==> src/rtl/server_selector_table_core_assert.svh <==
// ----------------------------------------------------------------------------
// Server selector table assertion macros
// Shared concurrent assertion forms for the server selector table modules.
// ----------------------------------------------------------------------------
`ifndef SERVER_SELECTOR_TABLE_CORE_ASSERT_SVH
`define SERVER_SELECTOR_TABLE_CORE_ASSERT_SVH

// same-cycle implication
`define SSEL_ASSERT_NOW(label, clk, rst, ante, cons) \
   label: assert property (@(posedge clk) disable iff (rst) (ante) |-> (cons)) \
      else $error("ssel assertion failed");

// next-cycle implication
`define SSEL_ASSERT_NEXT(label, clk, rst, ante, cons) \
   label: assert property (@(posedge clk) disable iff (rst) (ante) |=> (cons)) \
      else $error("ssel assertion failed");

`endif

==> src/rtl/ssel_pkg.sv <==
// ----------------------------------------------------------------------------
// Server selector table package
// Shared types, codes and fixed widths of the server selector table.
// ----------------------------------------------------------------------------
package ssel_pkg;

   // fixed field widths
   localparam int RND_W      = 16;
   localparam int CONN_W     = 16;
   localparam int REQ_SUM_W  = 36;
   localparam int CONN_SUM_W = 20;
   localparam int WEIGHT_MAX = 10;

   typedef enum logic [3:0] {
      ACT_ADD     = 4'd0,
      ACT_REMOVE  = 4'd1,
      ACT_SELECT  = 4'd2,
      ACT_SUCCESS = 4'd3,
      ACT_FAILURE = 4'd4,
      ACT_SET_HLT = 4'd5,
      ACT_GET_HLT = 4'd6,
      ACT_CHECK   = 4'd7,
      ACT_SET_CON = 4'd8,
      ACT_STATS   = 4'd9,
      ACT_RESET   = 4'd10
   } action_type;

   typedef enum logic [1:0] {
      STS_OK    = 2'd0,
      STS_FULL  = 2'd1,
      STS_RANGE = 2'd2,
      STS_EMPTY = 2'd3
   } status_type;

   typedef enum logic [1:0] {
      STRAT_RR = 2'd0,
      STRAT_LC = 2'd1,
      STRAT_WR = 2'd2,
      STRAT_UR = 2'd3
   } strategy_type;

   typedef enum logic [2:0] {
      ST_IDLE,
      ST_START,
      ST_READ,
      ST_PROC,
      ST_DIV,
      ST_FINISH
   } state_type;

   typedef struct packed {
      logic [3:0]        action;
      logic [3:0]        entry_id;
      logic [7:0]        weight;
      logic              health_bit;
      logic [CONN_W-1:0] connection_value;
      logic [RND_W-1:0]  random_value;
   } req_item_type;

   typedef struct packed {
      logic [1:0]            status;
      logic [3:0]            chosen_id;
      logic                  health_out;
      logic [REQ_SUM_W-1:0]  request_sum;
      logic [REQ_SUM_W-1:0]  failure_sum;
      logic [CONN_SUM_W-1:0] connection_sum;
      logic [3:0]            busiest_id;
      logic                  busiest_valid;
      logic [4:0]            entry_count;
   } rsp_item_type;

   // controller to datapath
   typedef struct packed {
      logic load;
      logic start;
      logic proc;
      logic div_start;
      logic div_take;
      logic finish;
   } cmd_type;

   // datapath to controller
   typedef struct packed {
      logic quick;
      logic go_div;
      logic last;
      logic hit;
      logic div_after;
      logic weighted;
      logic div_done;
      logic out_free;
   } stat_type;

endpackage

==> src/rtl/ssel_if.sv <==
// ----------------------------------------------------------------------------
// Server selector table channel interfaces
// Request, response and control register write channels.
// ----------------------------------------------------------------------------
interface ssel_req_if import ssel_pkg::*; ();
   logic                valid;
   logic                ready;
   logic [3:0]          action;
   logic [3:0]          entry_id;
   logic [7:0]          weight;
   logic                health_bit;
   logic [CONN_W-1:0]   connection_value;
   logic [RND_W-1:0]    random_value;

   modport source (output valid, action, entry_id, weight, health_bit,
                   connection_value, random_value, input ready);
   modport sink (input valid, action, entry_id, weight, health_bit,
                 connection_value, random_value, output ready);
endinterface

interface ssel_rsp_if import ssel_pkg::*; ();
   logic                  valid;
   logic                  ready;
   logic [1:0]            status;
   logic [3:0]            chosen_id;
   logic                  health_out;
   logic [REQ_SUM_W-1:0]  request_sum;
   logic [REQ_SUM_W-1:0]  failure_sum;
   logic [CONN_SUM_W-1:0] connection_sum;
   logic [3:0]            busiest_id;
   logic                  busiest_valid;
   logic [4:0]            entry_count;

   modport source (output valid, status, chosen_id, health_out, request_sum,
                   failure_sum, connection_sum, busiest_id, busiest_valid,
                   entry_count, input ready);
   modport sink (input valid, status, chosen_id, health_out, request_sum,
                 failure_sum, connection_sum, busiest_id, busiest_valid,
                 entry_count, output ready);
endinterface

interface ssel_csr_if ();
   logic       valid;
   logic       ready;
   logic [1:0] strategy;

   modport source (output valid, strategy, input ready);
   modport sink (input valid, strategy, output ready);
endinterface

==> src/rtl/ssel_div.sv <==
// ----------------------------------------------------------------------------
// Server selector table remainder unit
// Restoring divider, one quotient bit per cycle; returns the remainder.
// ----------------------------------------------------------------------------
module ssel_div import ssel_pkg::*; #(
   parameter int DVS_W = 8
) (
   input  logic             clock,
   input  logic             reset,
   input  logic             start,
   input  logic [RND_W-1:0] dividend,
   input  logic [DVS_W-1:0] divisor,
   output logic             done,
   output logic [DVS_W-1:0] rem
);

   localparam int CNT_W = $clog2(RND_W);

   logic             busy_ff, busy_in;
   logic             done_ff, done_in;
   logic [CNT_W-1:0] cnt_ff, cnt_in;
   logic [RND_W-1:0] dvd_ff, dvd_in;
   logic [DVS_W-1:0] dvs_ff, dvs_in;
   logic [DVS_W-1:0] rem_ff, rem_in;
   logic [DVS_W:0]   trial;

   // one shift and subtract step
   always_comb begin
      busy_in = busy_ff;
      done_in = 1'b0;
      cnt_in  = cnt_ff;
      dvd_in  = dvd_ff;
      dvs_in  = dvs_ff;
      rem_in  = rem_ff;
      trial   = {rem_ff, dvd_ff[RND_W-1]};
      if (start) begin
         busy_in = 1'b1;
         cnt_in  = '0;
         dvd_in  = dividend;
         dvs_in  = divisor;
         rem_in  = '0;
      end else if (busy_ff) begin
         if (trial >= {1'b0, dvs_ff}) begin
            rem_in = DVS_W'(trial - {1'b0, dvs_ff});
         end else begin
            rem_in = trial[DVS_W-1:0];
         end
         dvd_in = {dvd_ff[RND_W-2:0], 1'b0};
         cnt_in = cnt_ff + CNT_W'(1);
         if (cnt_ff == CNT_W'(RND_W - 1)) begin
            busy_in = 1'b0;
            done_in = 1'b1;
         end
      end
   end

   always_ff @(posedge clock) begin
      if (reset) begin
         busy_ff <= 1'b0;
         done_ff <= 1'b0;
      end else begin
         busy_ff <= busy_in;
         done_ff <= done_in;
      end
   end

   always_ff @(posedge clock) begin
      cnt_ff <= cnt_in;
      dvd_ff <= dvd_in;
      dvs_ff <= dvs_in;
      rem_ff <= rem_in;
   end

   assign done = done_ff;
   assign rem  = rem_ff;

endmodule

==> src/rtl/ssel_ctrl.sv <==
// ----------------------------------------------------------------------------
// Server selector table controller
// Sequences one action: start, entry scan, remainder, result hand-off.
// ----------------------------------------------------------------------------
module ssel_ctrl import ssel_pkg::*; (
   input  logic     clock,
   input  logic     reset,
   input  logic     req_valid,
   input  stat_type stat,
   output logic     req_ready,
   output cmd_type  cmd
);

   state_type state_ff, state_in;

   always_ff @(posedge clock) begin
      if (reset) begin
         state_ff <= ST_IDLE;
      end else begin
         state_ff <= state_in;
      end
   end

   // next state and commands
   always_comb begin
      state_in  = state_ff;
      cmd       = '0;
      req_ready = 1'b0;
      unique case (state_ff)
         ST_IDLE: begin
            req_ready = 1'b1;
            if (req_valid) begin
               cmd.load = 1'b1;
               state_in = ST_START;
            end
         end
         ST_START: begin
            cmd.start = 1'b1;
            if (stat.quick) begin
               state_in = ST_FINISH;
            end else if (stat.go_div) begin
               cmd.div_start = 1'b1;
               state_in      = ST_DIV;
            end else begin
               state_in = ST_READ;
            end
         end
         ST_READ: begin
            state_in = ST_PROC;
         end
         ST_PROC: begin
            cmd.proc = 1'b1;
            if (stat.hit) begin
               state_in = ST_FINISH;
            end else if (stat.last) begin
               if (stat.div_after) begin
                  cmd.div_start = 1'b1;
                  state_in      = ST_DIV;
               end else begin
                  state_in = ST_FINISH;
               end
            end else begin
               state_in = ST_READ;
            end
         end
         ST_DIV: begin
            if (stat.div_done) begin
               cmd.div_take = 1'b1;
               state_in     = stat.weighted ? ST_READ : ST_FINISH;
            end
         end
         ST_FINISH: begin
            if (stat.out_free) begin
               cmd.finish = 1'b1;
               state_in   = ST_IDLE;
            end
         end
         default: begin
            state_in = ST_IDLE;
         end
      endcase
   end

endmodule

==> src/rtl/ssel_dp.sv <==
// ----------------------------------------------------------------------------
// Server selector table datapath
// Entry memory, table registers, scan accumulators and result register.
// ----------------------------------------------------------------------------
`include "server_selector_table_core_assert.svh"

module ssel_dp import ssel_pkg::*; #(
   parameter int MAX_SERVERS  = 16,
   parameter int COUNTER_BITS = 32
) (
   input  logic         clock,
   input  logic         reset,
   input  cmd_type      cmd,
   input  req_item_type req_item,
   input  logic         csr_valid,
   input  logic [1:0]   csr_strategy,
   input  logic         rsp_ready,
   output logic         rsp_valid,
   output rsp_item_type rsp_item,
   output stat_type     stat
);

   localparam int CNT_W  = $clog2(MAX_SERVERS + 1);
   localparam int IDX_W  = $clog2(MAX_SERVERS);
   localparam int DV_W   = $clog2(WEIGHT_MAX * MAX_SERVERS + 1);
   localparam int DV1_W  = DV_W + 1;
   localparam int FL20_W = COUNTER_BITS + 5;
   localparam int CB     = COUNTER_BITS;

   typedef struct packed {
      logic [3:0]        w;
      logic              h;
      logic [CONN_W-1:0] c;
      logic [CB-1:0]     rq;
      logic [CB-1:0]     fl;
   } entry_type;

   entry_type mem [MAX_SERVERS];
   entry_type rdata_ff;
   entry_type wd;
   logic             we;
   logic [IDX_W-1:0] wa, ra;

   // control registers
   logic [CNT_W-1:0] count_ff, count_in;
   logic [IDX_W-1:0] rot_ff, rot_in;
   logic [1:0]       strat_ff;
   logic             rsp_valid_ff, rsp_valid_in;

   // item and scan registers
   logic [3:0]            act_ff, act_in;
   logic [3:0]            id_ff, id_in;
   logic [7:0]            wt_ff, wt_in;
   logic                  hb_ff, hb_in;
   logic [CONN_W-1:0]     conn_ff, conn_in;
   logic [RND_W-1:0]      rnd_ff, rnd_in;
   logic [IDX_W-1:0]      idx_ff, idx_in;
   logic                  pass_ff, pass_in;
   logic [1:0]            status_ff, status_in;
   logic [3:0]            chosen_ff, chosen_in;
   logic                  hout_ff, hout_in;
   logic [REQ_SUM_W-1:0]  rsum_ff, rsum_in;
   logic [REQ_SUM_W-1:0]  fsum_ff, fsum_in;
   logic [CONN_SUM_W-1:0] csum_ff, csum_in;
   logic [CB-1:0]         bmax_ff, bmax_in;
   logic [3:0]            bid_ff, bid_in;
   logic                  bvalid_ff, bvalid_in;
   logic [CONN_W-1:0]     minc_ff, minc_in;
   logic [DV_W-1:0]       wsum_ff, wsum_in;
   logic [DV_W-1:0]       acc_ff, acc_in;
   logic [DV_W-1:0]       rem_ff, rem_in;
   rsp_item_type          out_ff, out_in;

   // derived terms
   logic             id_ok, empty, is_single;
   logic [IDX_W-1:0] id_idx, rr_sel, rr_next;
   logic [FL20_W-1:0] fl20;
   logic [DV_W-1:0]  div_dvs, div_rem;
   logic             div_done;

   assign id_idx    = IDX_W'(id_ff);
   assign id_ok     = 32'(id_ff) < 32'(count_ff);
   assign empty     = (count_ff == '0);
   assign is_single = (act_ff == ACT_SUCCESS) || (act_ff == ACT_FAILURE) ||
                      (act_ff == ACT_SET_HLT) || (act_ff == ACT_GET_HLT) ||
                      (act_ff == ACT_SET_CON);
   assign rr_sel    = (32'(rot_ff) >= 32'(count_ff)) ? '0 : rot_ff;
   assign rr_next   = (32'(rr_sel) + 1 >= 32'(count_ff)) ? '0 : rr_sel + IDX_W'(1);
   assign fl20      = (FL20_W'(rdata_ff.fl) << 4) + (FL20_W'(rdata_ff.fl) << 2);
   assign ra        = (act_ff == ACT_REMOVE) ? idx_ff + IDX_W'(1) : idx_ff;
   assign div_dvs   = (strat_ff == STRAT_UR) ? DV_W'(count_ff) : wsum_in;

   ssel_div #(.DVS_W(DV_W)) u_div (
      .clock    (clock),
      .reset    (reset),
      .start    (cmd.div_start),
      .dividend (rnd_ff),
      .divisor  (div_dvs),
      .done     (div_done),
      .rem      (div_rem)
   );

   // status toward the controller
   always_comb begin
      stat          = '0;
      stat.weighted = (strat_ff == STRAT_WR);
      stat.div_done = div_done;
      stat.out_free = !rsp_valid_ff || rsp_ready;
      stat.hit      = (act_ff == ACT_SELECT) && (strat_ff == STRAT_WR) && pass_ff &&
                      ({1'b0, rem_ff} < ({1'b0, acc_ff} + DV1_W'(rdata_ff.w)));
      stat.div_after = (act_ff == ACT_SELECT) && (strat_ff == STRAT_WR) && !pass_ff;
      if (act_ff == ACT_REMOVE) begin
         stat.last = 32'(idx_ff) + 2 >= 32'(count_ff);
      end else if (is_single) begin
         stat.last = 1'b1;
      end else begin
         stat.last = 32'(idx_ff) + 1 >= 32'(count_ff);
      end
      priority case (1'b1)
         act_ff == ACT_ADD:    stat.quick = 1'b1;
         act_ff == ACT_REMOVE: stat.quick = !id_ok || (32'(id_ff) + 1 == 32'(count_ff));
         act_ff == ACT_SELECT: begin
            stat.quick  = empty || (strat_ff == STRAT_RR);
            stat.go_div = !empty && (strat_ff == STRAT_UR);
         end
         is_single:            stat.quick = !id_ok;
         (act_ff == ACT_CHECK) || (act_ff == ACT_STATS) || (act_ff == ACT_RESET):
                               stat.quick = empty;
         default:              stat.quick = 1'b1;
      endcase
   end

   // next values of all registers and the memory write
   always_comb begin
      count_in     = count_ff;
      rot_in       = rot_ff;
      rsp_valid_in = rsp_valid_ff;
      act_in    = act_ff;
      id_in     = id_ff;
      wt_in     = wt_ff;
      hb_in     = hb_ff;
      conn_in   = conn_ff;
      rnd_in    = rnd_ff;
      idx_in    = idx_ff;
      pass_in   = pass_ff;
      status_in = status_ff;
      chosen_in = chosen_ff;
      hout_in   = hout_ff;
      rsum_in   = rsum_ff;
      fsum_in   = fsum_ff;
      csum_in   = csum_ff;
      bmax_in   = bmax_ff;
      bid_in    = bid_ff;
      bvalid_in = bvalid_ff;
      minc_in   = minc_ff;
      wsum_in   = wsum_ff;
      acc_in    = acc_ff;
      rem_in    = rem_ff;
      out_in    = out_ff;
      we        = 1'b0;
      wa        = idx_ff;
      wd        = rdata_ff;

      // capture the accepted item
      if (cmd.load) begin
         act_in  = req_item.action;
         id_in   = req_item.entry_id;
         wt_in   = req_item.weight;
         hb_in   = req_item.health_bit;
         conn_in = req_item.connection_value;
         rnd_in  = req_item.random_value;
      end

      // checks and the actions completed in the start state
      if (cmd.start) begin
         idx_in    = ((act_ff == ACT_REMOVE) || is_single) ? id_idx : '0;
         pass_in   = 1'b0;
         status_in = STS_OK;
         chosen_in = '0;
         hout_in   = 1'b0;
         rsum_in   = '0;
         fsum_in   = '0;
         csum_in   = '0;
         bmax_in   = '0;
         bid_in    = '0;
         bvalid_in = 1'b0;
         wsum_in   = '0;
         acc_in    = '0;
         priority case (1'b1)
            act_ff == ACT_ADD: begin
               if (32'(count_ff) >= MAX_SERVERS) begin
                  status_in = STS_FULL;
               end else begin
                  we    = 1'b1;
                  wa    = IDX_W'(count_ff);
                  wd    = '0;
                  wd.w  = ((wt_ff >= 8'd1) && (wt_ff <= 8'(WEIGHT_MAX))) ? 4'(wt_ff) : 4'd1;
                  wd.h  = 1'b1;
                  chosen_in = 4'(count_ff);
                  count_in  = count_ff + CNT_W'(1);
               end
            end
            act_ff == ACT_REMOVE: begin
               if (!id_ok) begin
                  status_in = STS_RANGE;
               end else if (32'(id_ff) + 1 == 32'(count_ff)) begin
                  count_in = count_ff - CNT_W'(1);
               end
            end
            act_ff == ACT_SELECT: begin
               if (empty) begin
                  status_in = STS_EMPTY;
               end else if (strat_ff == STRAT_RR) begin
                  chosen_in = 4'(rr_sel);
                  rot_in    = rr_next;
               end
            end
            is_single: begin
               if (!id_ok) begin
                  status_in = STS_RANGE;
               end
            end
            default: begin
            end
         endcase
      end

      // one entry of a scan
      if (cmd.proc) begin
         idx_in = idx_ff + IDX_W'(1);
         unique case (act_ff)
            ACT_REMOVE: begin
               we = 1'b1;
               if (stat.last) begin
                  count_in = count_ff - CNT_W'(1);
               end
            end
            ACT_SELECT: begin
               if (strat_ff == STRAT_LC) begin
                  if ((idx_ff == '0) || (rdata_ff.c < minc_ff)) begin
                     minc_in   = rdata_ff.c;
                     chosen_in = 4'(idx_ff);
                  end
               end else if (!pass_ff) begin
                  wsum_in = wsum_ff + DV_W'(rdata_ff.w);
               end else begin
                  acc_in = acc_ff + DV_W'(rdata_ff.w);
                  if (stat.hit) begin
                     chosen_in = 4'(idx_ff);
                  end
               end
            end
            ACT_SUCCESS: begin
               we    = 1'b1;
               wd.rq = (rdata_ff.rq == '1) ? rdata_ff.rq : rdata_ff.rq + CB'(1);
            end
            ACT_FAILURE: begin
               we    = 1'b1;
               wd.fl = (rdata_ff.fl == '1) ? rdata_ff.fl : rdata_ff.fl + CB'(1);
            end
            ACT_SET_HLT: begin
               we   = 1'b1;
               wd.h = hb_ff;
            end
            ACT_GET_HLT: begin
               hout_in = rdata_ff.h;
            end
            ACT_SET_CON: begin
               we   = 1'b1;
               wd.c = conn_ff;
            end
            ACT_CHECK: begin
               we   = 1'b1;
               wd.h = (rdata_ff.rq == '0) || (fl20 < FL20_W'(rdata_ff.rq));
            end
            ACT_STATS: begin
               rsum_in = rsum_ff + REQ_SUM_W'(rdata_ff.rq);
               fsum_in = fsum_ff + REQ_SUM_W'(rdata_ff.fl);
               csum_in = csum_ff + CONN_SUM_W'(rdata_ff.c);
               if (rdata_ff.rq > bmax_ff) begin
                  bmax_in   = rdata_ff.rq;
                  bid_in    = 4'(idx_ff);
                  bvalid_in = 1'b1;
               end
            end
            ACT_RESET: begin
               we    = 1'b1;
               wd.rq = '0;
               wd.fl = '0;
            end
            default: begin
            end
         endcase
      end

      // remainder back from the divider
      if (cmd.div_take) begin
         rem_in  = div_rem;
         idx_in  = '0;
         acc_in  = '0;
         pass_in = 1'b1;
         if (strat_ff == STRAT_UR) begin
            chosen_in = 4'(div_rem);
         end
      end

      // result register
      if (cmd.finish) begin
         rsp_valid_in         = 1'b1;
         out_in               = '0;
         out_in.status        = status_ff;
         out_in.chosen_id     = chosen_ff;
         out_in.health_out    = hout_ff;
         out_in.entry_count   = 5'(count_ff);
         if (act_ff == ACT_STATS) begin
            out_in.request_sum    = rsum_ff;
            out_in.failure_sum    = fsum_ff;
            out_in.connection_sum = csum_ff;
            out_in.busiest_id     = bid_ff;
            out_in.busiest_valid  = bvalid_ff;
         end
      end else if (rsp_ready) begin
         rsp_valid_in = 1'b0;
      end
   end

   always_ff @(posedge clock) begin
      if (reset) begin
         count_ff     <= '0;
         rot_ff       <= '0;
         strat_ff     <= STRAT_RR;
         rsp_valid_ff <= 1'b0;
      end else begin
         count_ff     <= count_in;
         rot_ff       <= rot_in;
         rsp_valid_ff <= rsp_valid_in;
         if (csr_valid) begin
            strat_ff <= csr_strategy;
         end
      end
   end

   always_ff @(posedge clock) begin
      act_ff    <= act_in;
      id_ff     <= id_in;
      wt_ff     <= wt_in;
      hb_ff     <= hb_in;
      conn_ff   <= conn_in;
      rnd_ff    <= rnd_in;
      idx_ff    <= idx_in;
      pass_ff   <= pass_in;
      status_ff <= status_in;
      chosen_ff <= chosen_in;
      hout_ff   <= hout_in;
      rsum_ff   <= rsum_in;
      fsum_ff   <= fsum_in;
      csum_ff   <= csum_in;
      bmax_ff   <= bmax_in;
      bid_ff    <= bid_in;
      bvalid_ff <= bvalid_in;
      minc_ff   <= minc_in;
      wsum_ff   <= wsum_in;
      acc_ff    <= acc_in;
      rem_ff    <= rem_in;
      out_ff    <= out_in;
   end

   // entry memory, one write and one registered read port
   always_ff @(posedge clock) begin
      if (we) begin
         mem[wa] <= wd;
      end
      rdata_ff <= mem[ra];
   end

   assign rsp_valid = rsp_valid_ff;
   assign rsp_item  = out_ff;

   `SSEL_ASSERT_NOW(a_count_bound, clock, reset, 1'b1, 32'(count_ff) <= MAX_SERVERS)
   `SSEL_ASSERT_NEXT(a_finish_valid, clock, reset, cmd.finish, rsp_valid_ff)
   `SSEL_ASSERT_NOW(a_no_overwrite, clock, reset, cmd.finish, !rsp_valid_ff || rsp_ready)

endmodule

==> src/rtl/server_selector_table_core.sv <==
// ----------------------------------------------------------------------------
// Server selector table core
// Load-balancing table of servers with selection, records and statistics.
// ----------------------------------------------------------------------------
// One action at a time. Add, round-robin select and any action refused for a
// bad id, full or empty table go straight from the start state to the result. Actions
// on one entry visit only that entry; table scans (least connections, health check,
// stats, stats reset) and removes visit the entries one by one, since every
// entry goes through the single registered read port of the entry memory.
// Uniform random select adds a pass through the remainder unit; weighted random
// select scans the weights, runs the remainder unit, then scans again up to
// the chosen entry. A finished result waits in the output register while the
// next request is taken.
module server_selector_table_core import ssel_pkg::*; #(
   parameter int MAX_SERVERS  = 16,
   parameter int COUNTER_BITS = 32
) (
   input logic        clock,
   input logic        reset,
   ssel_req_if.sink   req_bus,
   ssel_rsp_if.source rsp_bus,
   ssel_csr_if.sink   csr_bus
);

   cmd_type      cmd;
   stat_type     stat;
   req_item_type req_item;
   rsp_item_type rsp_item;
   logic         rsp_valid;
   logic         req_ready;

   // pack the request payload
   assign req_item.action           = req_bus.action;
   assign req_item.entry_id         = req_bus.entry_id;
   assign req_item.weight           = req_bus.weight;
   assign req_item.health_bit       = req_bus.health_bit;
   assign req_item.connection_value = req_bus.connection_value;
   assign req_item.random_value     = req_bus.random_value;
   assign req_bus.ready             = req_ready;
   assign csr_bus.ready             = 1'b1;

   ssel_ctrl u_ctrl (
      .clock     (clock),
      .reset     (reset),
      .req_valid (req_bus.valid),
      .stat      (stat),
      .req_ready (req_ready),
      .cmd       (cmd)
   );

   ssel_dp #(
      .MAX_SERVERS  (MAX_SERVERS),
      .COUNTER_BITS (COUNTER_BITS)
   ) u_dp (
      .clock        (clock),
      .reset        (reset),
      .cmd          (cmd),
      .req_item     (req_item),
      .csr_valid    (csr_bus.valid),
      .csr_strategy (csr_bus.strategy),
      .rsp_ready    (rsp_bus.ready),
      .rsp_valid    (rsp_valid),
      .rsp_item     (rsp_item),
      .stat         (stat)
   );

   // unpack the response payload
   assign rsp_bus.valid          = rsp_valid;
   assign rsp_bus.status         = rsp_item.status;
   assign rsp_bus.chosen_id      = rsp_item.chosen_id;
   assign rsp_bus.health_out     = rsp_item.health_out;
   assign rsp_bus.request_sum    = rsp_item.request_sum;
   assign rsp_bus.failure_sum    = rsp_item.failure_sum;
   assign rsp_bus.connection_sum = rsp_item.connection_sum;
   assign rsp_bus.busiest_id     = rsp_item.busiest_id;
   assign rsp_bus.busiest_valid  = rsp_item.busiest_valid;
   assign rsp_bus.entry_count    = rsp_item.entry_count;

endmodule
==> src/flat_wrapper.sv <==
// flat-port wrapper written by rule: the top's interface ports become plain ports
module server_selector_table_core_flat import ssel_pkg::*;
#(
   parameter int MAX_SERVERS  = 16,
   parameter int COUNTER_BITS = 32
)
  (clock, reset, req_bus_valid, req_bus_action, req_bus_entry_id, req_bus_weight, req_bus_health_bit, req_bus_connection_value, req_bus_random_value, req_bus_ready, rsp_bus_valid, rsp_bus_status, rsp_bus_chosen_id, rsp_bus_health_out, rsp_bus_request_sum, rsp_bus_failure_sum, rsp_bus_connection_sum, rsp_bus_busiest_id, rsp_bus_busiest_valid, rsp_bus_entry_count, rsp_bus_ready, csr_bus_valid, csr_bus_strategy, csr_bus_ready);
  ssel_req_if req_bus_i ();
  ssel_rsp_if rsp_bus_i ();
  ssel_csr_if csr_bus_i ();
  input logic clock;
  input logic reset;
  input wire logic [$bits(req_bus_i.valid)-1:0] req_bus_valid;
  input wire logic [$bits(req_bus_i.action)-1:0] req_bus_action;
  input wire logic [$bits(req_bus_i.entry_id)-1:0] req_bus_entry_id;
  input wire logic [$bits(req_bus_i.weight)-1:0] req_bus_weight;
  input wire logic [$bits(req_bus_i.health_bit)-1:0] req_bus_health_bit;
  input wire logic [$bits(req_bus_i.connection_value)-1:0] req_bus_connection_value;
  input wire logic [$bits(req_bus_i.random_value)-1:0] req_bus_random_value;
  output wire logic [$bits(req_bus_i.ready)-1:0] req_bus_ready;
  output wire logic [$bits(rsp_bus_i.valid)-1:0] rsp_bus_valid;
  output wire logic [$bits(rsp_bus_i.status)-1:0] rsp_bus_status;
  output wire logic [$bits(rsp_bus_i.chosen_id)-1:0] rsp_bus_chosen_id;
  output wire logic [$bits(rsp_bus_i.health_out)-1:0] rsp_bus_health_out;
  output wire logic [$bits(rsp_bus_i.request_sum)-1:0] rsp_bus_request_sum;
  output wire logic [$bits(rsp_bus_i.failure_sum)-1:0] rsp_bus_failure_sum;
  output wire logic [$bits(rsp_bus_i.connection_sum)-1:0] rsp_bus_connection_sum;
  output wire logic [$bits(rsp_bus_i.busiest_id)-1:0] rsp_bus_busiest_id;
  output wire logic [$bits(rsp_bus_i.busiest_valid)-1:0] rsp_bus_busiest_valid;
  output wire logic [$bits(rsp_bus_i.entry_count)-1:0] rsp_bus_entry_count;
  input wire logic [$bits(rsp_bus_i.ready)-1:0] rsp_bus_ready;
  input wire logic [$bits(csr_bus_i.valid)-1:0] csr_bus_valid;
  input wire logic [$bits(csr_bus_i.strategy)-1:0] csr_bus_strategy;
  output wire logic [$bits(csr_bus_i.ready)-1:0] csr_bus_ready;
  assign req_bus_i.valid = req_bus_valid;
  assign req_bus_i.action = req_bus_action;
  assign req_bus_i.entry_id = req_bus_entry_id;
  assign req_bus_i.weight = req_bus_weight;
  assign req_bus_i.health_bit = req_bus_health_bit;
  assign req_bus_i.connection_value = req_bus_connection_value;
  assign req_bus_i.random_value = req_bus_random_value;
  assign req_bus_ready = req_bus_i.ready;
  assign rsp_bus_valid = rsp_bus_i.valid;
  assign rsp_bus_status = rsp_bus_i.status;
  assign rsp_bus_chosen_id = rsp_bus_i.chosen_id;
  assign rsp_bus_health_out = rsp_bus_i.health_out;
  assign rsp_bus_request_sum = rsp_bus_i.request_sum;
  assign rsp_bus_failure_sum = rsp_bus_i.failure_sum;
  assign rsp_bus_connection_sum = rsp_bus_i.connection_sum;
  assign rsp_bus_busiest_id = rsp_bus_i.busiest_id;
  assign rsp_bus_busiest_valid = rsp_bus_i.busiest_valid;
  assign rsp_bus_entry_count = rsp_bus_i.entry_count;
  assign rsp_bus_i.ready = rsp_bus_ready;
  assign csr_bus_i.valid = csr_bus_valid;
  assign csr_bus_i.strategy = csr_bus_strategy;
  assign csr_bus_ready = csr_bus_i.ready;
  server_selector_table_core #(.MAX_SERVERS(MAX_SERVERS), .COUNTER_BITS(COUNTER_BITS)) u_core (.clock(clock), .reset(reset), .req_bus(req_bus_i), .rsp_bus(rsp_bus_i), .csr_bus(csr_bus_i));
endmodule
==> config.mk <==
export PLATFORM = sky130hd
export DESIGN_NAME = server_selector_table_core_flat
export DESIGN_NICKNAME = d
export VERILOG_FILES = /design/src/rtl/ssel_pkg.sv /design/src/rtl/ssel_if.sv /design/src/rtl/ssel_div.sv /design/src/rtl/ssel_ctrl.sv /design/src/rtl/ssel_dp.sv /design/src/rtl/server_selector_table_core.sv /design/src/flat_wrapper.sv
export VERILOG_INCLUDE_DIRS = /design/src /design/src/rtl
export SDC_FILE = /design/constraint.sdc
export NUM_CORES = 2
export LEC_CHECK = 0
export BUFFER_PORTS_ARGS = -buffer_cell sky130_fd_sc_hd__buf_2
export CAP_MARGIN = 20
export CORE_MARGIN = 10
export CORE_UTILIZATION = 45
export DETAILED_ROUTE_END_ITERATION = 6
export SETUP_SLACK_MARGIN = 0.2
export SYNTH_ARGS = -nofsm -noshare
export SYNTH_HDL_FRONTEND = slang
export SYNTH_SLANG_ARGS = --single-unit
==> constraint.sdc <==
create_clock -name clock -period 11.5 [get_ports clock]
set_clock_uncertainty 0.2 [all_clocks]
set_input_delay 1.15 -clock clock [delete_from_list [all_inputs] [get_ports clock]]
set_output_delay 1.15 -clock clock [all_outputs]
set_load 0.01 [all_outputs]
==> run_results.csv <==
group,metric,value,unit
cts,cts_buffers,189,
logic_synthesis,synthArstFlopShare,0,
cts,clkSinkCount,1837,
final_layout,nNetsFinal,5477,
global_route,grt_pass1_vias,45570,
floorplanning,ios,168,
floorplanning,core_area,173800,µm²
timing,maxSlewHeadroom,0.2642,
cts,cts_hold_buf,0,
cts,cts_resized,0,
setup_path,critPathCaptureType,"flop",
logic_synthesis,synth_seq_cells,1837,
logic_synthesis,ys_top_cells_by_count,"edfxtp_1, mux4_2, dfxtp_1",
setup_path,slowest_stage,"buf_4",
logic_synthesis,syn_inst,4868,
floorplanning,die_w,438.2,µm
setup_path,cp_max_fo,147,
final_layout,fin_area,89350,µm²
route,drc,0,
cts,htreeDepth,4,
timing,setup_violations,0,
logic_synthesis,synth.most_common_cell,"edfxtp_1",
logic_synthesis,yosysTopAreaCellShare,0.5983,
timing,finalHoldViolCount,0,
setup_path,critPathKind,"flop to flop",
logic_synthesis,synth_edf_count,1568,
logic_synthesis,dominantRegCellSynth,"edfxtp_1",
timing,final.setup.tns,0,ps
place,place_congestion,0.9107,
final_layout,area_growth,13.53,%
cts,clock_path_buffers,3,
cts,post_cts_buffers,0,
power,power_density,252.8,nW/µm²
logic_synthesis,seq_area_frac_synth,0.6667,
timing,fmax,0.1710,GHz
floorplanning,rows,153,
global_route,grt_pass1_wl,312700,µm
floorplanning,start_util,0.4528,
setup_path,rr_worst_depth,8,
logic_synthesis,yosysTopAreaCell,"edfxtp_1",
route,drt_pass1_iterations,6,
timing,hold_ws,246.0,ps
timing,worstMarginPinSlew,1104,ps
route,wl_per_cell,27.87,µm
place,io_buffer_count,166,
setup_path,path_cells,"and2b_4, and2_1, nor2_1, a21oi_4, buf_12, buf_4, mux4_2, mux4_2",
timing,min_period_over_period,0.5086,
logic_synthesis,synth_area,78700,µm²
logic_synthesis,synth_area_per_cell,16.17,µm²
cts,clkLatencyLatePin,850,ps
final_layout,drive_above_1_share,0.2088,
logic_synthesis,synth_area_leaders,"edfxtp_1, mux4_2, dfxtp_1, ha_1, o21ai_0",
route,vias_per_cell,6.007,
place,dp_hpwl,134100,µm
route,wl,213500,µm
job,maxCapViolCount,0,
power,leakagePower,30.94,nW
global_route,grt.overflow.total,0,
min_path,hold_depth,0,
floorplanning,die_h,438.2,µm
timing,finalMaxSlewViolations,0,
power,total_power,22.58,mW
route,route.vias.total,46010,
logic_synthesis,syn_nets,5177,
global_route,antenna_found_initial,5,
setup_path,cp-start-kind,"flop",
run_status,status,"completed",
timing,rsz0062_at_grt,"no",
cts,cts_tree,"done",
timing,min_period,5849,ps
setup_path,slowest_delay,840,ps
place,place_area,83070,µm²
cts,clk_pin_slew_worst_paths,60,ps
cts,cts-root-buf,"clkbuf_16",
setup_path,arrival,6350,ps
route,ant_nets,0,
floorplanning,fp.dieArea,192000,µm²
setup_path,crit_top_cell,"mux4_2",
route,drt_iter0_drc,4624,
global_route,grt_max_degree,148,
logic_synthesis,yosysWarnings,0,
logic_synthesis,ys_types,79,
setup_path,required,12000,ps
global_route,grt_usage,0.2182,
min_path,hold_path.class,"flop to flop",
power,peakVddDrop,227.4,µV
==> final timing paths <==
path	start	end	slack, ps
max	u_core.u_dp.act_ff[0]	u_core.u_dp.rdata_ff[0]	5650
min	u_core.u_dp.status_ff[1]	u_core.u_dp.rsp_item[108]	250
max reg2reg	u_core.u_dp.act_ff[0]	u_core.u_dp.rdata_ff[0]	5650
min reg2reg	u_core.u_dp.status_ff[1]	u_core.u_dp.rsp_item[108]	250
==> flip-flops by register name, indices dropped and copies added, names as in the netlist, 16 cells and up <==
signal,count
u_core.u_dp.mem,1360
u_core.u_dp.rsp_item,109
u_core.u_dp.rdata_ff,85
u_core.u_dp.fsum_ff,36
u_core.u_dp.rsum_ff,36
u_core.u_dp.bmax_ff,32
u_core.u_dp.csum_ff,20
u_core.u_dp.conn_ff,16
u_core.u_dp.minc_ff,16
u_core.u_dp.rnd_ff,16
u_core.u_dp.u_div.dvd_ff,16
==> stage by stage <==
stage / setup slack [ps] / utilization / std cells
3_3_place_gp: 5789 / 0.4775 / 7286
6_report: 5651 / 0.5140 / 7660
5_1_grt: 5409 / 0.5140 / 7656
3_5_place_dp: 5680 / 0.4779 / 7291
4_1_cts: 5691 / 0.5135 / 7645
2_1_floorplan: 4993 / - / 4868
==> layout make-up <==
| class | instances | area [µm²] |
|---|---|---|
| antenna | 4 | 10.01 |
| clock buffer | 260 | 5056 |
| clock inverter | 94 | 1129 |
| fill | 14230 | 84470 |
| inverter | 161 | 604.3 |
| multi-input combinational | 2649 | 25030 |
| sequential | 1837 | 52470 |
| tap | 2325 | 2909 |
| timing repair buffer | 330 | 2138 |
==> logic make-up after synthesis <==
family / share of synthesized area
flip-flops: 0.6667
AND/OR/NAND/NOR: 0.06129
adder cells (fa/ha/maj): 0.04089
buffers and inverters: 0.01933
other: 0.00004765
AO/OA/AOI/OAI: 0.07086
XOR/XNOR: 0.01302
multiplexers: 0.1279
==> power breakdown <==
part	internal [mW]	switching [mW]
combinational	3.23	4.31
clock	3.49	2.60
sequential	8.35	0.606
total	15.1	7.52
==> per-layer routing <==
| layer | up-vias | wire (µm) | track usage |
|---|---|---|---|
| met3 | 352 | 13790 | 0.03738 |
| met4 | 2 | 6592 | 0.07031 |
| met2 | 1684 | 103600 | 0.3575 |
| met5 | - | 13 | 0 |
| li1 | 20080 | - | - |
| met1 | 23890 | 89570 | 0.2973 |
==> cells in the final DEF (no fill, tap or decap), drive strengths merged, types with 101 or more instances in the layout <==
master	instances
buf	327
a21oi	170
nand3	101
dfxtp	269
edfxtp	1568
clkbuf	263
nor2	197
inv	167
mux4	425
nand2	242
o21ai	214
and3	135
ha	246
==> worst max-delay path, delay by kind of cell (launching register included) <==
family	cells	cell delay (ps)
compound gates	1	710
buf+inv	2	1480
flops	1	770
mux	2	900
simple gates	3	1330
(Power assumes the default switching activity.)
